--- src/rtl/core/bpa_pkg.sv ---
`default_nettype none
package bpa_pkg;

    localparam int PAGE_BITS_DEF   = 12;
    localparam int REGION_BITS_DEF = 20;
    localparam int ORD_W           = 4;

    localparam logic [1:0] ST_OK       = 2'd0;
    localparam logic [1:0] ST_NO_SPACE = 2'd1;
    localparam logic [1:0] ST_BAD_FREE = 2'd2;

    localparam logic OP_ALLOC = 1'b0;
    localparam logic OP_FREE  = 1'b1;

    typedef struct packed {
        logic        op;
        logic [20:0] request_size;
        logic [19:0] block_offset;
    } t_in;

    typedef struct packed {
        logic [19:0] result_offset;
        logic [1:0]  status;
    } t_out;

    typedef struct packed {
        logic             head;
        logic             free;
        logic [ORD_W-1:0] order;
    } t_rec;

    typedef enum logic [3:0] {
        DP_NOP,
        DP_LOAD,
        DP_CLR,
        DP_RD_P,
        DP_RD_B,
        DP_SCAN_NEXT,
        DP_ORDER_NEXT,
        DP_SPLIT,
        DP_WR_ALLOC,
        DP_INIT_O,
        DP_MERGE_B,
        DP_MERGE_P,
        DP_WR_FREE,
        DP_FAIL_SPACE,
        DP_FAIL_FREE,
        DP_PUSH
    } t_dp_op;

    typedef struct packed {
        logic op;
        logic too_big;
        logic free_bad;
        logic rec_match;
        logic rec_alloc;
        logic scan_end;
        logic j_top;
        logic split_done;
        logic clr_done;
    } t_dp_stat;

endpackage
`default_nettype wire

--- src/rtl/core/bpa_ram.sv ---
`default_nettype none
module bpa_ram #(
    parameter int WIDTH = 6,
    parameter int DEPTH = 256
) (
    input  wire logic                     i_clk,
    input  wire logic                     i_wr_en,
    input  wire logic [$clog2(DEPTH)-1:0] i_wr_addr,
    input  wire logic [WIDTH-1:0]         i_wr_data,
    input  wire logic                     i_rd_en,
    input  wire logic [$clog2(DEPTH)-1:0] i_rd_addr,
    output logic      [WIDTH-1:0]         o_rd_data
);

    logic [WIDTH-1:0] r_mem [DEPTH];

    always_ff @(posedge i_clk) begin
        if (i_wr_en) begin
            r_mem[i_wr_addr] <= i_wr_data;
        end
        if (i_rd_en) begin
            o_rd_data <= r_mem[i_rd_addr];
        end
    end

endmodule
`default_nettype wire

--- src/rtl/core/bpa_datapath.sv ---
`default_nettype none
module bpa_datapath
    import bpa_pkg::*;
#(
    parameter int PAGE_BITS   = PAGE_BITS_DEF,
    parameter int REGION_BITS = REGION_BITS_DEF
) (
    input  wire logic     i_clk,
    input  wire logic     i_rst_n,
    input  wire t_dp_op   i_cmd,
    input  wire t_in      i_in,
    output t_dp_stat      o_stat,
    output t_out          o_out
);

    localparam int ORDER_TOP  = REGION_BITS - PAGE_BITS;
    localparam int PG_W       = ORDER_TOP;
    localparam int PAGE_COUNT = 1 << PG_W;
    localparam int J_W        = $clog2(ORDER_TOP + 1);

    logic [PG_W-1:0] r_p, n_p;
    logic [J_W-1:0]  r_j, n_j;
    logic [J_W-1:0]  r_want, n_want;
    logic            r_op, n_op;
    logic            r_too_big, n_too_big;
    logic            r_free_bad, n_free_bad;
    t_out            r_res, n_res;
    t_out            r_out, n_out;

    logic            wr_en;
    logic [PG_W-1:0] wr_addr;
    t_rec            wr_data;
    logic            rd_en;
    logic [PG_W-1:0] rd_addr;
    logic [5:0]      rd_raw;
    t_rec            rec;

    logic [J_W-1:0]  calc_want;
    logic            calc_big;
    logic [32:0]     calc_pg;
    logic            calc_bad;
    logic [PG_W-1:0] bit_j;
    logic [PG_W-1:0] bit_jm1;
    logic [J_W-1:0]  j_m1;

    assign rec     = t_rec'(rd_raw);
    assign j_m1    = r_j - J_W'(1);
    assign bit_j   = PG_W'(1) << r_j;
    assign bit_jm1 = PG_W'(1) << j_m1;

    always_comb begin
        calc_want = J_W'(ORDER_TOP);
        for (int w = ORDER_TOP; w >= 0; w--) begin
            if (64'(i_in.request_size) <= (64'(1) << (PAGE_BITS + w))) begin
                calc_want = J_W'(w);
            end
        end
        calc_big = 64'(i_in.request_size) > (64'(1) << (PAGE_BITS + ORDER_TOP));
        calc_pg  = 33'(i_in.block_offset) >> PAGE_BITS;
        calc_bad = ((64'(i_in.block_offset) & ((64'(1) << PAGE_BITS) - 64'(1))) != 64'(0))
                   || (calc_pg >= 33'(PAGE_COUNT));
    end

    always_comb begin
        n_p        = r_p;
        n_j        = r_j;
        n_want     = r_want;
        n_op       = r_op;
        n_too_big  = r_too_big;
        n_free_bad = r_free_bad;
        n_res      = r_res;
        n_out      = r_out;
        wr_en      = 1'b0;
        wr_addr    = r_p;
        wr_data    = '0;
        rd_en      = 1'b0;
        rd_addr    = r_p;
        case (i_cmd)
            DP_LOAD: begin
                n_op       = i_in.op;
                n_want     = calc_want;
                n_too_big  = calc_big;
                n_free_bad = calc_bad;
                if (i_in.op == OP_ALLOC) begin
                    n_p = '0;
                    n_j = calc_want;
                end else begin
                    n_p = PG_W'(calc_pg);
                end
            end
            DP_CLR: begin
                wr_en = 1'b1;
                if (r_p == '0) begin
                    wr_data = '{head: 1'b1, free: 1'b1, order: ORD_W'(ORDER_TOP)};
                end
                n_p = r_p + PG_W'(1);
            end
            DP_RD_P: begin
                rd_en = 1'b1;
            end
            DP_RD_B: begin
                rd_en   = 1'b1;
                rd_addr = r_p ^ bit_j;
            end
            DP_SCAN_NEXT: begin
                n_p = r_p + bit_j;
            end
            DP_ORDER_NEXT: begin
                n_p = '0;
                n_j = r_j + J_W'(1);
            end
            DP_SPLIT: begin
                wr_en   = 1'b1;
                wr_addr = r_p | bit_jm1;
                wr_data = '{head: 1'b1, free: 1'b1, order: ORD_W'(j_m1)};
                n_j     = j_m1;
            end
            DP_WR_ALLOC: begin
                wr_en   = 1'b1;
                wr_data = '{head: 1'b1, free: 1'b0, order: ORD_W'(r_want)};
                n_res   = '{result_offset: 20'(64'(r_p) << PAGE_BITS), status: ST_OK};
            end
            DP_INIT_O: begin
                if (32'(rec.order) > 32'(ORDER_TOP)) begin
                    n_j = J_W'(ORDER_TOP);
                end else begin
                    n_j = J_W'(rec.order);
                end
            end
            DP_MERGE_B: begin
                wr_en   = 1'b1;
                wr_addr = r_p ^ bit_j;
            end
            DP_MERGE_P: begin
                wr_en = 1'b1;
                n_p   = r_p & ~bit_j;
                n_j   = r_j + J_W'(1);
            end
            DP_WR_FREE: begin
                wr_en   = 1'b1;
                wr_data = '{head: 1'b1, free: 1'b1, order: ORD_W'(r_j)};
                n_res   = '{result_offset: '0, status: ST_OK};
            end
            DP_FAIL_SPACE: begin
                n_res = '{result_offset: '0, status: ST_NO_SPACE};
            end
            DP_FAIL_FREE: begin
                n_res = '{result_offset: '0, status: ST_BAD_FREE};
            end
            DP_PUSH: begin
                n_out = r_res;
            end
            default: begin
            end
        endcase
    end

    always_ff @(posedge i_clk) begin
        if (!i_rst_n) begin
            r_p <= '0;
            r_j <= '0;
        end else begin
            r_p <= n_p;
            r_j <= n_j;
        end
        r_want     <= n_want;
        r_op       <= n_op;
        r_too_big  <= n_too_big;
        r_free_bad <= n_free_bad;
        r_res      <= n_res;
        r_out      <= n_out;
    end

    bpa_ram #(
        .WIDTH (6),
        .DEPTH (PAGE_COUNT)
    ) u_ram (
        .i_clk     (i_clk),
        .i_wr_en   (wr_en),
        .i_wr_addr (wr_addr),
        .i_wr_data (wr_data),
        .i_rd_en   (rd_en),
        .i_rd_addr (rd_addr),
        .o_rd_data (rd_raw)
    );

    always_comb begin
        o_stat.op         = r_op;
        o_stat.too_big    = r_too_big;
        o_stat.free_bad   = r_free_bad;
        o_stat.rec_match  = rec.head && rec.free && (rec.order == ORD_W'(r_j));
        o_stat.rec_alloc  = rec.head && !rec.free;
        o_stat.scan_end   = ({1'b0, r_p} + ((PG_W + 1)'(1) << r_j))
                            >= ((PG_W + 1)'(1) << PG_W);
        o_stat.j_top      = r_j == J_W'(ORDER_TOP);
        o_stat.split_done = r_j == r_want;
        o_stat.clr_done   = r_p == PG_W'(PAGE_COUNT - 1);
    end

    assign o_out = r_out;

endmodule
`default_nettype wire

--- src/rtl/core/bpa_controller.sv ---
`default_nettype none
module bpa_controller
    import bpa_pkg::*;
(
    input  wire logic     i_clk,
    input  wire logic     i_rst_n,
    input  wire logic     i_in_valid,
    output logic          o_in_ready,
    output logic          o_out_valid,
    input  wire logic     i_out_ready,
    input  wire t_dp_stat i_stat,
    output t_dp_op        o_cmd
);

    typedef enum logic [3:0] {
        S_CLEAR,
        S_IDLE,
        S_DISPATCH,
        S_A_RD,
        S_A_CHK,
        S_A_SPLIT,
        S_F_CHK,
        S_F_LOOP,
        S_F_BCHK,
        S_F_MERGE,
        S_FIN
    } t_state;

    t_state r_state, n_state;
    logic   r_out_valid, n_out_valid;

    always_comb begin
        n_state     = r_state;
        n_out_valid = r_out_valid && !i_out_ready;
        o_cmd       = DP_NOP;
        case (r_state)
            S_CLEAR: begin
                o_cmd = DP_CLR;
                if (i_stat.clr_done) begin
                    n_state = S_IDLE;
                end
            end
            S_IDLE: begin
                if (i_in_valid) begin
                    o_cmd   = DP_LOAD;
                    n_state = S_DISPATCH;
                end
            end
            S_DISPATCH: begin
                if (i_stat.op == OP_ALLOC) begin
                    if (i_stat.too_big) begin
                        o_cmd   = DP_FAIL_SPACE;
                        n_state = S_FIN;
                    end else begin
                        o_cmd   = DP_RD_P;
                        n_state = S_A_CHK;
                    end
                end else if (i_stat.free_bad) begin
                    o_cmd   = DP_FAIL_FREE;
                    n_state = S_FIN;
                end else begin
                    o_cmd   = DP_RD_P;
                    n_state = S_F_CHK;
                end
            end
            S_A_RD: begin
                o_cmd   = DP_RD_P;
                n_state = S_A_CHK;
            end
            S_A_CHK: begin
                if (i_stat.rec_match) begin
                    n_state = S_A_SPLIT;
                end else if (!i_stat.scan_end) begin
                    o_cmd   = DP_SCAN_NEXT;
                    n_state = S_A_RD;
                end else if (!i_stat.j_top) begin
                    o_cmd   = DP_ORDER_NEXT;
                    n_state = S_A_RD;
                end else begin
                    o_cmd   = DP_FAIL_SPACE;
                    n_state = S_FIN;
                end
            end
            S_A_SPLIT: begin
                if (i_stat.split_done) begin
                    o_cmd   = DP_WR_ALLOC;
                    n_state = S_FIN;
                end else begin
                    o_cmd = DP_SPLIT;
                end
            end
            S_F_CHK: begin
                if (i_stat.rec_alloc) begin
                    o_cmd   = DP_INIT_O;
                    n_state = S_F_LOOP;
                end else begin
                    o_cmd   = DP_FAIL_FREE;
                    n_state = S_FIN;
                end
            end
            S_F_LOOP: begin
                if (i_stat.j_top) begin
                    o_cmd   = DP_WR_FREE;
                    n_state = S_FIN;
                end else begin
                    o_cmd   = DP_RD_B;
                    n_state = S_F_BCHK;
                end
            end
            S_F_BCHK: begin
                if (i_stat.rec_match) begin
                    o_cmd   = DP_MERGE_B;
                    n_state = S_F_MERGE;
                end else begin
                    o_cmd   = DP_WR_FREE;
                    n_state = S_FIN;
                end
            end
            S_F_MERGE: begin
                o_cmd   = DP_MERGE_P;
                n_state = S_F_LOOP;
            end
            S_FIN: begin
                if (!r_out_valid || i_out_ready) begin
                    o_cmd       = DP_PUSH;
                    n_out_valid = 1'b1;
                    n_state     = S_IDLE;
                end
            end
            default: begin
                n_state = S_IDLE;
            end
        endcase
    end

    always_ff @(posedge i_clk) begin
        if (!i_rst_n) begin
            r_state     <= S_CLEAR;
            r_out_valid <= 1'b0;
        end else begin
            r_state     <= n_state;
            r_out_valid <= n_out_valid;
        end
    end

    assign o_in_ready  = r_state == S_IDLE;
    assign o_out_valid = r_out_valid;

endmodule
`default_nettype wire

--- src/rtl/core/buddy_page_allocator.sv ---
// An allocate scans the page records of each order tried, then splits the found block
// once per level down to the wanted order and writes the allocated record; a free checks
// the record, then merges with its free buddy per level. One request is in work at a time.
// The page-record memory has one read port and one write port; the scan reads one record at a time.
// After reset a clearing pass over the 2^(REGION_BITS-PAGE_BITS) page records (256 by default)
// initializes them; no request is accepted during it.
`default_nettype none
module buddy_page_allocator
    import bpa_pkg::*;
#(
    parameter int PAGE_BITS   = PAGE_BITS_DEF,
    parameter int REGION_BITS = REGION_BITS_DEF
) (
    input  wire logic i_clk,
    input  wire logic i_rst_n,
    input  wire logic i_in_valid,
    output logic      o_in_ready,
    input  wire t_in  i_in,
    output logic      o_out_valid,
    input  wire logic i_out_ready,
    output t_out      o_out
);

    t_dp_op   cmd;
    t_dp_stat stat;

    bpa_controller u_ctrl (
        .i_clk       (i_clk),
        .i_rst_n     (i_rst_n),
        .i_in_valid  (i_in_valid),
        .o_in_ready  (o_in_ready),
        .o_out_valid (o_out_valid),
        .i_out_ready (i_out_ready),
        .i_stat      (stat),
        .o_cmd       (cmd)
    );

    bpa_datapath #(
        .PAGE_BITS   (PAGE_BITS),
        .REGION_BITS (REGION_BITS)
    ) u_dp (
        .i_clk   (i_clk),
        .i_rst_n (i_rst_n),
        .i_cmd   (cmd),
        .i_in    (i_in),
        .o_stat  (stat),
        .o_out   (o_out)
    );

endmodule
`default_nettype wire

--- config.mk ---
export PLATFORM = sky130hd
export DESIGN_NAME = buddy_page_allocator
export DESIGN_NICKNAME = d
export VERILOG_FILES = /design/src/rtl/core/bpa_pkg.sv /design/src/rtl/core/bpa_ram.sv /design/src/rtl/core/bpa_datapath.sv /design/src/rtl/core/bpa_controller.sv /design/src/rtl/core/buddy_page_allocator.sv
export SDC_FILE = /design/constraint.sdc
export NUM_CORES = 2
export LEC_CHECK = 0
export BUFFER_PORTS_ARGS = -buffer_cell sky130_fd_sc_hd__buf_4
export CAP_MARGIN = 30
export CORE_ASPECT_RATIO = 1.75
export CORE_MARGIN = 2
export CORE_UTILIZATION = 35
export DETAILED_ROUTE_END_ITERATION = 8
export SYNTH_ARGS = -nofsm -noshare
export SYNTH_HDL_FRONTEND = slang
export SYNTH_HIERARCHICAL = 1
export SYNTH_SLANG_ARGS = --single-unit
--- constraint.sdc ---
create_clock -name i_clk -period 32.8 [get_ports i_clk]
set_input_delay 1.64 -clock i_clk [delete_from_list [all_inputs] [get_ports i_clk]]
set_output_delay 1.64 -clock i_clk [all_outputs]
set_load 0.02 [all_outputs]
# Word level (Yosys, flattened, before mapping)
# Memory sizes are Yosys's and may differ from the RTL's. A register that Yosys moved wholly into a read port is not among the register bits.
# Cells that the tools add are included.
# op_classes
addsub	5
n_lt_le_gt_ge	12
eq_ne	34
shifts	3
muxes	51
bitwise	4
n_reduce_logical	20
# ops
cell	n
$mux 4	30
$pmux 22 s4	1
$pmux 4 s11	2
$reduce_bool 64->1	1
$eq 4x4->1 const B	12
$pmux 8 s5	1
$eq 4x3->1 const B	8
$pmux 6 s4	1
$gt 21x21->1 const B	1
$le 21x13->1 const B	1
$le 21x14->1 const B	1
$le 21x15->1 const B	1
$le 21x16->1 const B	1
$le 21x17->1 const B	1
$le 21x18->1 const B	1
$le 21x19->1 const B	1
$le 21x20->1 const B	1
$eq 4x2->1 const B	4
$mux 8	2
$pmux 4 s4	1
$pmux 8 s2	1
$shl 1x4->8 const A	2
$add 8x9->9	1
$ge 8x9->1 const B	1
31 further kinds	52
# word_totals
reg_bits	68
ramBits	1536
in_bits	46
output_inout_bits	24
wordCells	142
n_memories	1
# mem_list
memory	words	word_bits	read_ports	rd_ports_with_merged_regs	write_ports	line_no	text
u_dp.u_ram.r_mem	256	6	1	1	1	bpa_ram.sv:15	logic [WIDTH-1:0] r_mem [DEPTH];

# Depth between registers and ports, before layout
# depth
ltp_word	11
mapped_depth	35
mapped_depth_nobuf	25

# By module
# Netlist, hierarchy kept.
# modules_own_cells
mod	n_inst	cells_per_inst	area_per_inst_um2	seq_area_each_um2
bpa_ram	1	2964	60133.9	46304.4
bpa_datapath	1	404	3527.1	1051.0
bpa_controller	1	108	711.9	100.1

# Least setup slack after synthesis
# No wires, ideal clock.
# synth_path
path_type	flip-flop to flip-flop
start	reg u_dp.r_j[1]
end	mem u_dp.u_ram.r_mem[0][0] (data pin)
setup_time_ps	2189
t_arrival_ps	13050
required_ps	30611
path_slack_ps	17561
stages_incl_launch_ff	22
period_less_slack_ps	15239
path_cell_list	dfxtp_1 -> clkbuf_1 -> inv_1 -> ha_1 -> nand2_1 -> inv_1 -> ha_1 -> a21o_1 -> a21oi_1 -> o21ai_0 -> a31oi_1 -> o21bai_1 -> xor2_1 -> nand3b_1 -> a21oi_1 -> o211ai_1 -> nand3b_1 -> buf_2 -> nor2b_1 -> buf_4 -> nand3_1 -> o21ai_0
# synth_lines
element	line_no	text
start, declared	bpa_datapath.sv:22	logic [J_W-1:0] r_j, n_j;
start signal, assigned	bpa_datapath.sv:164	r_j <= n_j;
end, declared	bpa_ram.sv:15	

==> run metrics <==
Seq cells post-synth=1586; dpl hpwl=110000 um; CP Max Fanout=38; global-route wire length before repair=242000 um; Post-synth ARST share=0; Seq/Total Area, Yosys=0.737; Final nets=3621; WP data required=33.26 ns; DR iter-0 viols=3108; CTS Root Cell=clkbuf_16; Finished Core Util=0.392; die area=188000 um2; Die Y=571 um; share of cells above drive strength 1=0.196; Startpoint Class=register; post-detailed-route DRC marker count=0; number of synthesized flops with an enable pin=1569; hold buffers post-CTS=0; # resized after CTS=0; vias per cell=5.51; Setup Fix Bufs, Post-CTS=0; GRT Overall Usage=0.178; final hold vios=0; Reg area=47500 um2; Port Buffers=57; vias=33354; Multi-input gate area=15800 um2; Avg Inst Size Synth=18.5 um2; Syn. warnings=6; fill count=16524; Worst EP arrival=10.31 ns; P&R area growth vs syn=11.5%; 1st-pass router iterations=7; fmax=102 MHz; Crit Path Class=reg2reg; grt total ovfl=0; setup TNS=0 ns; Max Cap Viol=0; Period minus WS final=9.84 ns; Final setup viols=0; unrepaired setup endpoints after global routing=false; Slew @ Worst Pin=1.41 ns; synthesized instance count=3476; Placer Congestion=0.862; Detailed Route WL=170000 um; CTS Sinks=1586; CTS tree=yes; initial antenna violation count=5; H-tree depth=4; most frequent cells in the layout=edfxtp_1 (1569), nor2_1 (339), mux4_2 (331); Die Width=328 um; outcome=completed; vias in the first global route=34398; TritonCTS buffer count=142; Syn Std Cell Area=64400 um2; Placeable Area=183000 um2; area leader, netlist=edfxtp_1; CP Capture Type=register; Worst-path clk slew=0.06 ns; Cells after DPL=5813; Leakage=20.7 nW; pwr dens=56.9 nW/um2; top-area cell type share of the netlist area=0.732; Clock Tree Buf Depth=4; HP Class=reg2reg; Starting Density=0.351; Pins Over Slew Limit=0; Layout Cells excl Fill=6057; most common cell after layout, fill and taps aside=edfxtp_1; antenna viol nets, final=0; post-DR wirelength/cell=28.0 um; IO Pins=70; Max transition margin=0.0572; largest net degree at the start of global routing=233; commonest register cell after synthesis=edfxtp_1; ranking of synthesized cells by area=edfxtp_1 (73%), mux4_2 (12%), nor2_1 (2.0%); library cells used by synthesis=84; Final Power=4.09 mW; FP Rows=208; skew final=0.0281 ns; Final Cycle Share=0.300; Max VDD drop=0.0412 mV; worst skew pair latency=0.78 ns
==> logic make-up (layout without fill, tap and decap cells) <==
group           after synthesis  in the layout  synth area share
simple gates                717            717            0.0515
flops                      1586           1586             0.737
xor+xnor                     13             13           0.00177
buf+inv                     243            393            0.0194
mux                         473            473             0.138
compound gates              410            410            0.0451
other cells                   1             17         0.0000583
fa+ha+maj                    33             33           0.00653
==> per-layer routing <==
layer / track usage / routed length [um]
met1: 0.187 / 56900
met3: 0.0208 / 8650
met4: 0.0955 / 9760
met2: 0.343 / 94600
met5: 0 / 0
==> metrics by stage <==
stage / instance area [um2] / hold slack, ns / setup slack, ns
6_report: 71800 / 0.422 / 22.96
5_1_grt: 71800 / 0.445 / 22.42
4_1_cts: 71800 / 0.426 / 22.96
3_5_place_dp: 67500 / 0.410 / 23.00
3_3_place_gp: 67400 / 0.405 / 22.58
2_1_floorplan: 64400 / 0.400 / 17.56
==> where the power goes <==
group | internal [mW] | switching (mW) | total, mW | leakage, nW
registers | 2.25 | 0.00174 | 2.25 | 13.4
logic | 0.0759 | 0.162 | 0.238 | 5.31
clock network | 0.869 | 0.725 | 1.59 | 2.08
total | 3.20 | 0.889 | 4.09 | 20.7
==> state kept, by name, summed over array words and instances (netlist names) <==
signal and flops:
u_ctrl/o_out_valid 1, u_ctrl/r_state 4, u_dp/o_out 10, u_dp/r_free_bad 1
u_dp/r_j 4, u_dp/r_op 1, u_dp/r_p 8, u_dp/r_res 10
u_dp/r_too_big 1, u_dp/r_want 4, u_dp/u_ram/o_rd_data 6, u_dp/u_ram/r_mem 1536
==> worst max-delay path: stages, from the launching register on <==
cell and delay [ns]:
dfxtp_1 0.55, inv_1 0.21, ha_1 0.28, nand2_1 0.14, inv_1 0.06, ha_1 0.32
a21o_1 0.19, a21oi_1 0.13, o21ai_0 0.09, a31oi_1 0.26, o21bai_1 0.16, xor2_1 0.18
nand3b_1 0.15, a21oi_1 0.09, o211ai_1 0.20, nand3b_1 0.50, nor2b_1 0.67, and2_1 0.60
nor2_1 0.15, a21oi_4 0.15, buf_4 0.55, buf_4 0.75, buf_4 0.68, mux4_2 0.63
a221oi_1 0.32, o21ai_0 0.17, nor4_2 0.94, o221ai_1 0.26
==> final timing paths <==
kind	startpoint	end	slack, ns	depth (start not counted)
max reg2reg	u_dp/r_j[1]	u_dp/u_ram/o_rd_data[0]	22.96	27
min	u_dp/r_res[0]	u_dp/o_out[0]	0.42	0
max	u_dp/r_j[1]	u_dp/u_ram/o_rd_data[0]	22.96	27
min reg2reg	u_dp/r_res[0]	u_dp/o_out[0]	0.42	0
==> synthesized netlist by cell type, types with 9 or more instances <==
| cell | instances |
|---|---|
| a211o_1 | 9 |
| a211oi_1 | 14 |
| a21oi_1 | 71 |
| a221oi_1 | 16 |
| a22oi_1 | 93 |
| a32oi_1 | 9 |
| and2_1 | 26 |
| buf_1 | 10 |
| buf_2 | 44 |
| buf_4 | 45 |
| buf_6 | 15 |
| clkbuf_1 | 106 |
| dfxtp_1 | 17 |
| edfxtp_1 | 1569 |
| ha_1 | 32 |
| inv_1 | 20 |
| mux2_2 | 28 |
| mux2i_1 | 114 |
| mux4_2 | 331 |
| nand2_1 | 122 |
| nand2b_1 | 17 |
| nand3_1 | 61 |
| nand3b_1 | 10 |
| nand4_1 | 14 |
| nor2_1 | 340 |
| nor2b_1 | 33 |
| nor3_1 | 35 |
| nor4_1 | 19 |
| o211ai_1 | 11 |
| o21a_1 | 9 |
| o21ai_0 | 49 |
| o221ai_1 | 30 |
| o22ai_1 | 23 |
| xor2_1 | 9 |
==> area by class of cell <==
cell class,instances,share of cell area
clock inverter,68,0.00755
antenna,5,0.000174
inverter,23,0.00120
clock buffer,171,0.0520
sequential,1586,0.661
timing repair buffer,131,0.0156
tap,2415,0.0421
multi-input combinational,1658,0.220
Power figures use the tool's default switching activity.
